<file path="config.mk">
export PLATFORM = sky130hd
export DESIGN_NAME = mark_sweep_collector_top
export DESIGN_NICKNAME = d
export VERILOG_FILES = /design/src/hdl/mscol_pkg.sv /design/src/hdl/mscol_ram.sv /design/src/hdl/mark_sweep_collector_top.sv
export SDC_FILE = /design/constraint.sdc
export NUM_CORES = 1
export LEC_CHECK = 0
export ABC_AREA = 1
export BUFFER_PORTS_ARGS = -buffer_cell sky130_fd_sc_hd__buf_2
export CAP_MARGIN = 20
export CORE_MARGIN = 4
export CORE_UTILIZATION = 56
export CTS_CLUSTER_SIZE = 16
export DETAILED_ROUTE_END_ITERATION = 6
export PLACE_DENSITY = 0.76
export RECOVER_POWER = 25
export SYNTH_ARGS = -nofsm -noshare
export SYNTH_HDL_FRONTEND = slang
export SYNTH_SLANG_ARGS = --single-unit
</file>
<file path="constraint.sdc">
create_clock -name clk -period 2.65 [get_ports clk]
set_input_delay 0.53 -clock clk [delete_from_list [all_inputs] [get_ports clk]]
set_output_delay 0.53 -clock clk [all_outputs]
set_load 0.005 [all_outputs]
</file>
<file path="src/hdl/mscol_pkg.sv">
`default_nettype none

package mscol_pkg;

	localparam int HEAP_SIZE_DEF      = 8;
	localparam int LINKS_PER_NODE_DEF = 3;

	localparam logic [1:0] ACT_WRITE = 2'd0;
	localparam logic [1:0] ACT_MARK  = 2'd1;
	localparam logic [1:0] ACT_SWEEP = 2'd2;

	localparam logic [1:0] KIND_WRITE = 2'd0;
	localparam logic [1:0] KIND_MARK  = 2'd1;
	localparam logic [1:0] KIND_SWEEP = 2'd2;

	typedef struct packed {
		logic [1:0] action;
		logic [3:0] slot;
		logic [3:0] child_a;
		logic [3:0] child_b;
		logic [3:0] child_c;
	} in_item_t;

	typedef struct packed {
		logic [1:0] kind;
		logic [2:0] slot_index;
		logic       freed;
		logic [3:0] marked_count;
		logic       last;
	} out_item_t;

	typedef enum logic [2:0] {
		ST_IDLE,
		ST_LINK,
		ST_POP,
		ST_SWEEP,
		ST_RESP
	} state_t;

endpackage

`default_nettype wire

</file>
<file path="src/hdl/mscol_ram.sv">
`default_nettype none

module mscol_ram #(
	parameter int WIDTH = 8,
	parameter int DEPTH = 8
) (
	input  logic                     clk,
	input  logic                     we,
	input  logic [$clog2(DEPTH)-1:0] waddr,
	input  logic [WIDTH-1:0]         wdata,
	input  logic [$clog2(DEPTH)-1:0] raddr,
	output logic [WIDTH-1:0]         rdata
);

	logic [WIDTH-1:0] mem [DEPTH];

	always_ff @(posedge clk) begin
		if (we) begin
			mem[waddr] <= wdata;
		end
		rdata <= mem[raddr];
	end

endmodule

`default_nettype wire

</file>
<file path="src/hdl/mark_sweep_collector_top.sv">
`default_nettype none

// Mark-and-sweep collector over a heap of HEAP_SIZE slots, each with a valid bit,
// a mark bit and LINKS_PER_NODE child links. A write item goes through ST_RESP to its
// result. A mark item walks depth first from the root, trying the highest link
// first; every step waits on the registered read of the link memory, so a push stays
// in ST_LINK and a pop passes through ST_POP back to ST_LINK. A sweep item gives
// one result per slot, one a cycle as the output register drains. The next item is
// taken once the last result is in the output register; a null, invalid or
// out-of-range root marks nothing and reports zero.

module mark_sweep_collector_top #(
	parameter int HEAP_SIZE      = mscol_pkg::HEAP_SIZE_DEF,
	parameter int LINKS_PER_NODE = mscol_pkg::LINKS_PER_NODE_DEF
) (
	input  logic                 clk,
	input  logic                 arst_n,
	input  logic                 in_valid,
	output logic                 in_ready,
	input  mscol_pkg::in_item_t  in_data,
	output logic                 out_valid,
	input  logic                 out_ready,
	output mscol_pkg::out_item_t out_data
);

	localparam int IDX_W = $clog2(HEAP_SIZE);
	localparam int LNK_W = $clog2(HEAP_SIZE + 1);
	localparam int CNT_W = $clog2(HEAP_SIZE + 1);
	localparam int LW    = LINKS_PER_NODE * LNK_W;
	localparam logic [LNK_W-1:0] NULL_LNK = LNK_W'(HEAP_SIZE);

	mscol_pkg::state_t    state_q, state_d;
	logic [HEAP_SIZE-1:0] valid_q, mark_q;
	logic [CNT_W-1:0]     depth_q, count_q;
	logic [IDX_W-1:0]     sweep_idx_q;
	logic [1:0]           rsp_kind_q;
	logic [2:0]           rsp_idx_q;
	logic                 out_valid_q;
	mscol_pkg::out_item_t out_q;

	logic [IDX_W-1:0] slot_idx;
	logic             slot_ok, root_ok, out_free, emit, push;
	logic             nxt_found;
	logic [IDX_W-1:0] nxt_slot;
	logic [LW-1:0]    new_links, link_rdata;
	logic             link_we;
	logic [IDX_W-1:0] link_raddr;
	logic             stk_we;
	logic [IDX_W-1:0] stk_waddr, stk_wdata, stk_raddr, stk_rdata;
	mscol_pkg::out_item_t emit_item;

	assign slot_idx = IDX_W'(in_data.slot);
	assign slot_ok  = 32'(in_data.slot) < HEAP_SIZE;
	assign root_ok  = slot_ok && valid_q[slot_idx];
	assign out_free = !out_valid_q || out_ready;
	assign push     = nxt_found && (32'(depth_q) < HEAP_SIZE);
	assign in_ready = (state_q == mscol_pkg::ST_IDLE);
	assign out_valid = out_valid_q;
	assign out_data  = out_q;

	// links of a written slot, out-of-range values stored as null
	always_comb begin
		logic [3:0] src;
		new_links = '0;
		for (int k = 0; k < LINKS_PER_NODE; k++) begin
			unique case (k)
				0:       src = in_data.child_a;
				1:       src = in_data.child_b;
				2:       src = in_data.child_c;
				default: src = '0;
			endcase
			new_links[k*LNK_W +: LNK_W] = (k < 3 && 32'(src) < HEAP_SIZE) ? LNK_W'(src)
			                                                              : NULL_LNK;
		end
	end

	// highest live unmarked child of the top of stack
	always_comb begin
		logic [LNK_W-1:0] lnk;
		nxt_found = 1'b0;
		nxt_slot  = '0;
		for (int k = 0; k < LINKS_PER_NODE; k++) begin
			lnk = link_rdata[k*LNK_W +: LNK_W];
			if ((32'(lnk) < HEAP_SIZE) && valid_q[IDX_W'(lnk)] && !mark_q[IDX_W'(lnk)]) begin
				nxt_found = 1'b1;
				nxt_slot  = IDX_W'(lnk);
			end
		end
	end

	// next state
	always_comb begin
		state_d = state_q;
		unique case (state_q)
			mscol_pkg::ST_IDLE: begin
				if (in_valid) begin
					case (in_data.action)
						mscol_pkg::ACT_WRITE: state_d = mscol_pkg::ST_RESP;
						mscol_pkg::ACT_MARK:  state_d = root_ok ? mscol_pkg::ST_LINK
						                                        : mscol_pkg::ST_RESP;
						mscol_pkg::ACT_SWEEP: state_d = mscol_pkg::ST_SWEEP;
						default:              state_d = mscol_pkg::ST_IDLE;
					endcase
				end
			end
			mscol_pkg::ST_LINK: begin
				if (push) begin
					state_d = mscol_pkg::ST_LINK;
				end else if (depth_q == CNT_W'(1)) begin
					state_d = mscol_pkg::ST_RESP;
				end else begin
					state_d = mscol_pkg::ST_POP;
				end
			end
			mscol_pkg::ST_POP: state_d = mscol_pkg::ST_LINK;
			mscol_pkg::ST_SWEEP: begin
				if (out_free && (32'(sweep_idx_q) == HEAP_SIZE - 1)) begin
					state_d = mscol_pkg::ST_IDLE;
				end
			end
			mscol_pkg::ST_RESP: begin
				if (out_free) begin
					state_d = mscol_pkg::ST_IDLE;
				end
			end
			default: state_d = mscol_pkg::ST_IDLE;
		endcase
	end

	// memory ports and result
	always_comb begin
		link_we    = 1'b0;
		link_raddr = slot_idx;
		stk_we     = 1'b0;
		stk_waddr  = '0;
		stk_wdata  = slot_idx;
		stk_raddr  = IDX_W'(depth_q - CNT_W'(2));
		emit       = 1'b0;
		emit_item  = '0;
		unique case (state_q)
			mscol_pkg::ST_IDLE: begin
				if (in_valid && in_data.action == mscol_pkg::ACT_WRITE && slot_ok) begin
					link_we = 1'b1;
				end
				if (in_valid && in_data.action == mscol_pkg::ACT_MARK && root_ok) begin
					stk_we = 1'b1;
				end
			end
			mscol_pkg::ST_LINK: begin
				link_raddr = nxt_slot;
				stk_waddr  = IDX_W'(depth_q);
				stk_wdata  = nxt_slot;
				stk_we     = push;
			end
			mscol_pkg::ST_POP: begin
				link_raddr = stk_rdata;
			end
			mscol_pkg::ST_SWEEP: begin
				emit                   = out_free;
				emit_item.kind         = mscol_pkg::KIND_SWEEP;
				emit_item.slot_index   = 3'(sweep_idx_q);
				emit_item.freed        = valid_q[sweep_idx_q] && !mark_q[sweep_idx_q];
				emit_item.marked_count = '0;
				emit_item.last         = (32'(sweep_idx_q) == HEAP_SIZE - 1);
			end
			mscol_pkg::ST_RESP: begin
				emit                   = out_free;
				emit_item.kind         = rsp_kind_q;
				emit_item.slot_index   = rsp_idx_q;
				emit_item.freed        = 1'b0;
				emit_item.marked_count = 4'(count_q);
				emit_item.last         = 1'b1;
			end
			default: ;
		endcase
	end

	mscol_ram #(
		.WIDTH (LW),
		.DEPTH (HEAP_SIZE)
	) u_link_ram (
		.clk   (clk),
		.we    (link_we),
		.waddr (slot_idx),
		.wdata (new_links),
		.raddr (link_raddr),
		.rdata (link_rdata)
	);

	mscol_ram #(
		.WIDTH (IDX_W),
		.DEPTH (HEAP_SIZE)
	) u_stack_ram (
		.clk   (clk),
		.we    (stk_we),
		.waddr (stk_waddr),
		.wdata (stk_wdata),
		.raddr (stk_raddr),
		.rdata (stk_rdata)
	);

	always_ff @(posedge clk or negedge arst_n) begin
		if (!arst_n) begin
			state_q     <= mscol_pkg::ST_IDLE;
			valid_q     <= '0;
			mark_q      <= '0;
			depth_q     <= '0;
			count_q     <= '0;
			sweep_idx_q <= '0;
			rsp_kind_q  <= '0;
			rsp_idx_q   <= '0;
			out_valid_q <= 1'b0;
		end else begin
			state_q <= state_d;
			if (emit) begin
				out_valid_q <= 1'b1;
			end else if (out_ready) begin
				out_valid_q <= 1'b0;
			end
			unique case (state_q)
				mscol_pkg::ST_IDLE: begin
					if (in_valid) begin
						case (in_data.action)
							mscol_pkg::ACT_WRITE: begin
								if (slot_ok) begin
									valid_q[slot_idx] <= 1'b1;
									mark_q[slot_idx]  <= 1'b0;
								end
								rsp_kind_q <= mscol_pkg::KIND_WRITE;
								rsp_idx_q  <= in_data.slot[2:0];
								count_q    <= '0;
							end
							mscol_pkg::ACT_MARK: begin
								rsp_kind_q <= mscol_pkg::KIND_MARK;
								rsp_idx_q  <= '0;
								count_q    <= root_ok ? CNT_W'(!mark_q[slot_idx]) : '0;
								if (root_ok) begin
									mark_q[slot_idx] <= 1'b1;
									depth_q <= CNT_W'(1);
								end
							end
							mscol_pkg::ACT_SWEEP: sweep_idx_q <= '0;
							default: ;
						endcase
					end
				end
				mscol_pkg::ST_LINK: begin
					if (push) begin
						mark_q[nxt_slot] <= 1'b1;
						count_q <= count_q + CNT_W'(1);
						depth_q <= depth_q + CNT_W'(1);
					end else begin
						depth_q <= depth_q - CNT_W'(1);
					end
				end
				mscol_pkg::ST_SWEEP: begin
					if (out_free) begin
						if (valid_q[sweep_idx_q] && !mark_q[sweep_idx_q]) begin
							valid_q[sweep_idx_q] <= 1'b0;
						end
						sweep_idx_q <= sweep_idx_q + IDX_W'(1);
					end
				end
				default: ;
			endcase
		end
	end

	always_ff @(posedge clk) begin
		if (emit) begin
			out_q <= emit_item;
		end
	end

endmodule

`default_nettype wire

</file>
==> results.tsv <==
stage	metric	value	unit
worst_hold_path	Worst Hold End	depth_q[3]$_DFFE_PN0P_	
clock_network	clk_lat worst skew	430	ps
placed_design	hpwl dp	14020	um
finish	fin nets	1093	
sta	final slew viol count	36	
worst_setup_path	Crit path arrival time	2760	ps
synth	cell with the most instances after synthesis	nand2_1	
pwr	pwr/cell area	1136	nW/um^2
grt	first-pass GRT wire length	33530	um
grt	largest net degree at the start of global routing	36	
sta	worst rel slew slack	-34.89	%
synth	area leader, netlist	edfxtp_1	
worst_setup_path	depth of the worst register-to-register path	17	
worst_setup_path	crit path kind	reg2reg	
worst_setup_path	FF-to-FF setup slack	30	ps
route	vias	7245	
synth	Synth top area share	44.57	%
route	total iterations of the first detailed-routing run	7	
placed_design	port bufs	34	
grt	total grt overflow	0	
grt	vias in the first global route	6589	
clock_network	Clock Tree Buf Depth	2	
synth	ranking of synthesized cells by area	edfxtp_1 45%, nand2_1 14%, dfrtp_1 9.9%	
route	per-cell routed wire length	17.18	um
route	wl on met1	9111	um
worst_hold_path	Tightest Hold Check Type	reg2reg	
clock_network	# clock sinks	181	
sta	Fmax achieved	381.2	MHz
sta	period utilization	99.00	%
synth	Post-synth top flop	edfxtp_1	
clock_network	Clk pin slew, worst setup/hold paths	80	ps
synth	fraction of registers with async set/reset	19.34	%
clock_network	H-Tree Depth	4	
worst_setup_path	CP Launch Type	flop	
synth	Seq cells post-synth	181	
route	Met2 Routed Length	10520	um
grt	GRT Overall Usage	23.88	%
route	DR vias/cell	5.638	
clock_network	CTS Root Cell	clkbuf_16	
finish	layout cells sized above 1	19.46	%
sta	Tightest Pin Transition	2023	ps
floorplan	Boundary Pins	35	
floorplan	row cnt	45	
outcome	failing checks	max-capacitance violations, max-slew violations	
worst_setup_path	reg-to-reg endpoint	u_link_ram.mem[3][9]$_DFFE_PP_	
synth	Post-synth EDFFs	131	
sta	Tmin final	2623	ps
clock_network	CTS Buf Count	17	
worst_setup_path	data required time of the critical path	2780	ps
outcome	status	complete, but fails checks	
route	metal3 WL	1890	um
route	Post-route DRC	0	
synth	post-synthesis cell type count	45	
finish	Ant. Diodes	0	
floorplan	Initial Util	57.63	%
synth	Post-synth top cells	331 x nand2_1, 131 x edfxtp_1, 101 x nand3_1, 77 x nor2_1, 67 x inv_1	
worst_setup_path	CP Max Fanout	12	
synth	Yosys warnings	0	
placed_design	Placer Congestion	0.9385	
sta	clk_skew	12.90	ps
finish	P&R area growth vs syn	19.34	%
synth	Post-Syn Nets	1001	
pwr	worst vdd ir	0.0006395	V
finish	Final Util	68.77	%
route	1st-iter DRT viols	944	
floorplan	die area	17830	um^2
floorplan	Die Height	133.5	um
route	final WL	22080	um
sta	Final setup viols	0	
synth	Seq/Total Area, Yosys	57.90	%
synth	syn avg cell area	9.099	um^2
floorplan	CORE AREA	15310	um^2
synth	Synth Instances	970	
floorplan	Die X-Extent	133.5	um
worst_setup_path	Worst setup EP type	flop	
clock_network	TritonCTS clock tree	yes	
route	Final ANT Viol Nets	0	
flow_run	maxcap violations	1	
pwr	leakage	4.655	nW
sta	Final Hold Viols	0	
grt	initial antenna violation count	0	
worst_hold_path	Hold Crit Depth	2	
synth	Post-Syn Area	8826	um^2
worst_hold_path	hold_sp	depth_q[3]$_DFFE_PN0P_	
pwr	total power draw	11.96	mW
route	highest routed layer	met4	
==> cell families (layout without fill, tap and decap cells) <==
family                     after synthesis  after routing  share of synthesized area (%)
and+or+nand+nor                        552            553                          27.56
DFF                                    181            181                          57.90
buffers and inverters                  118            221                          5.585
AOI/OAI and AO/OA                      107            107                          7.386
adders and majority gates                9              9                          1.276
xor gates and xnor gates                 3              3                         0.2978
==> what timing repair did <==
item / 4_1_cts / 5_1_grt
hold buffers: 0 / 0
resized for setup: 0 / 42
setup endpoints to repair: 0 / 105
buffers inserted: 0 / 26
==> cell usage in the layout, fill, tap and decap left out, types with 4 or more instances in the layout <==
| cell | synthesis | layout |
|---|---|---|
| inv_2 | 14 | 15 |
| nand3_1 | 101 | 90 |
| nand2_1 | 331 | 321 |
| dfrtp_1 | 35 | 34 |
| o22ai_1 | 20 | 20 |
| a31oi_1 | 4 | 4 |
| a21oi_1 | 11 | 11 |
| o21ai_0 | 49 | 49 |
| buf_4 | 1 | 62 |
| clkbuf_16 | 0 | 18 |
| o22ai_2 | 4 | 4 |
| buf_2 | 12 | 30 |
| nor2_1 | 77 | 77 |
| nand2_4 | 5 | 6 |
| nand3_4 | 4 | 5 |
| inv_8 | 0 | 5 |
| ha_1 | 9 | 9 |
| nand4_1 | 7 | 7 |
| dfxtp_1 | 15 | 14 |
| nand3_2 | 3 | 13 |
| inv_1 | 67 | 66 |
| edfxtp_1 | 131 | 131 |
| nor3_1 | 7 | 6 |
| nor3_4 | 0 | 8 |
| buf_12 | 0 | 6 |
| nand2_2 | 1 | 9 |
| clkbuf_1 | 16 | 4 |
==> power by group <==
part           leakage (nW)  switching, mW  internal [mW]
combinational          2.63           3.60           1.94
clock                 0.299           1.18           1.44
sequential             1.73          0.312           3.49
==> flip-flops by register name (all words and copies together) (netlist names), 3 cells and up, named ones only <==
signal / count
u_stack_ram.rdata: 3
sweep_idx_q: 3
count_q: 4
depth_q: 4
valid_q: 8
rsp_idx_q: 3
u_stack_ram.mem: 24
state_q: 3
u_link_ram.rdata: 12
out_data: 11
u_link_ram.mem: 96
==> worst max path at each step <==
stage,start,depth (start not counted),slack (ps),endpoint
after global routing,flop,17,-110,u_link_ram.mem[3][9]$_DFFE_PP_
after global placement,in_data[13],13,120,u_stack_ram.mem[2][2]$_DFFE_PP_
final,flop,17,30,u_link_ram.mem[3][9]$_DFFE_PP_
after floorplan,state_q[2]$_DFFE_PN0P_,10,50,u_link_ram.mem[3][0]$_DFFE_PP_
after detailed placement,in_data[13],13,2,u_stack_ram.mem[3][2]$_DFFE_PP_
after CTS,flop,16,30,u_link_ram.mem[1][2]$_DFFE_PP_
==> per-stage QoR <==
step                instance area, um^2  TNS [ps]  std cells  setup WS (ps)  hold slack [ps]
floorplan                          8831         0        970          45.86            234.4
global placement                   9505         0       1226          117.2            464.1
detailed placement                 9505         0       1226          2.137            465.1
CTS                               10120         0       1257          34.79            212.9
global route                      10530     -5958       1285         -109.2            516.0
finish                            10530         0       1285          26.53            491.9
==> critical path: stages, from the launching register on <==
cell	delay [ps]
dfrtp_1	380
inv_2	100
nand2_2	80
nand2_1	80
nand3_2	90
nand3b_4	100
nand3_4	110
nand3_4	150
nand2_8	70
inv_6	70
nand2_4	60
nand2_4	80
nand2_4	70
nor2_4	230
nand2_8	90
buf_4	170
nor3_4	170
buf_12	190
==> metal layers <==
layer | global-route usage (%) | vias up
li1 | - | 3440
met1 | 32.69 | 3322
met2 | 38.66 | 409
met3 | 5.325 | 74
met4 | 6.914 | 0
met5 | 0 | -
==> area by class of cell <==
type,instances,area (um^2)
repair buffers,105,798.3
multi-input cells,672,3421
inverters,85,324.1
fillers,1155,4782
clock buffers,17,425.4
well taps,211,264.0
clock inverters,14,187.7
flip-flops and latches,181,5112
No activity file was read; power rests on OpenSTA's default activity.
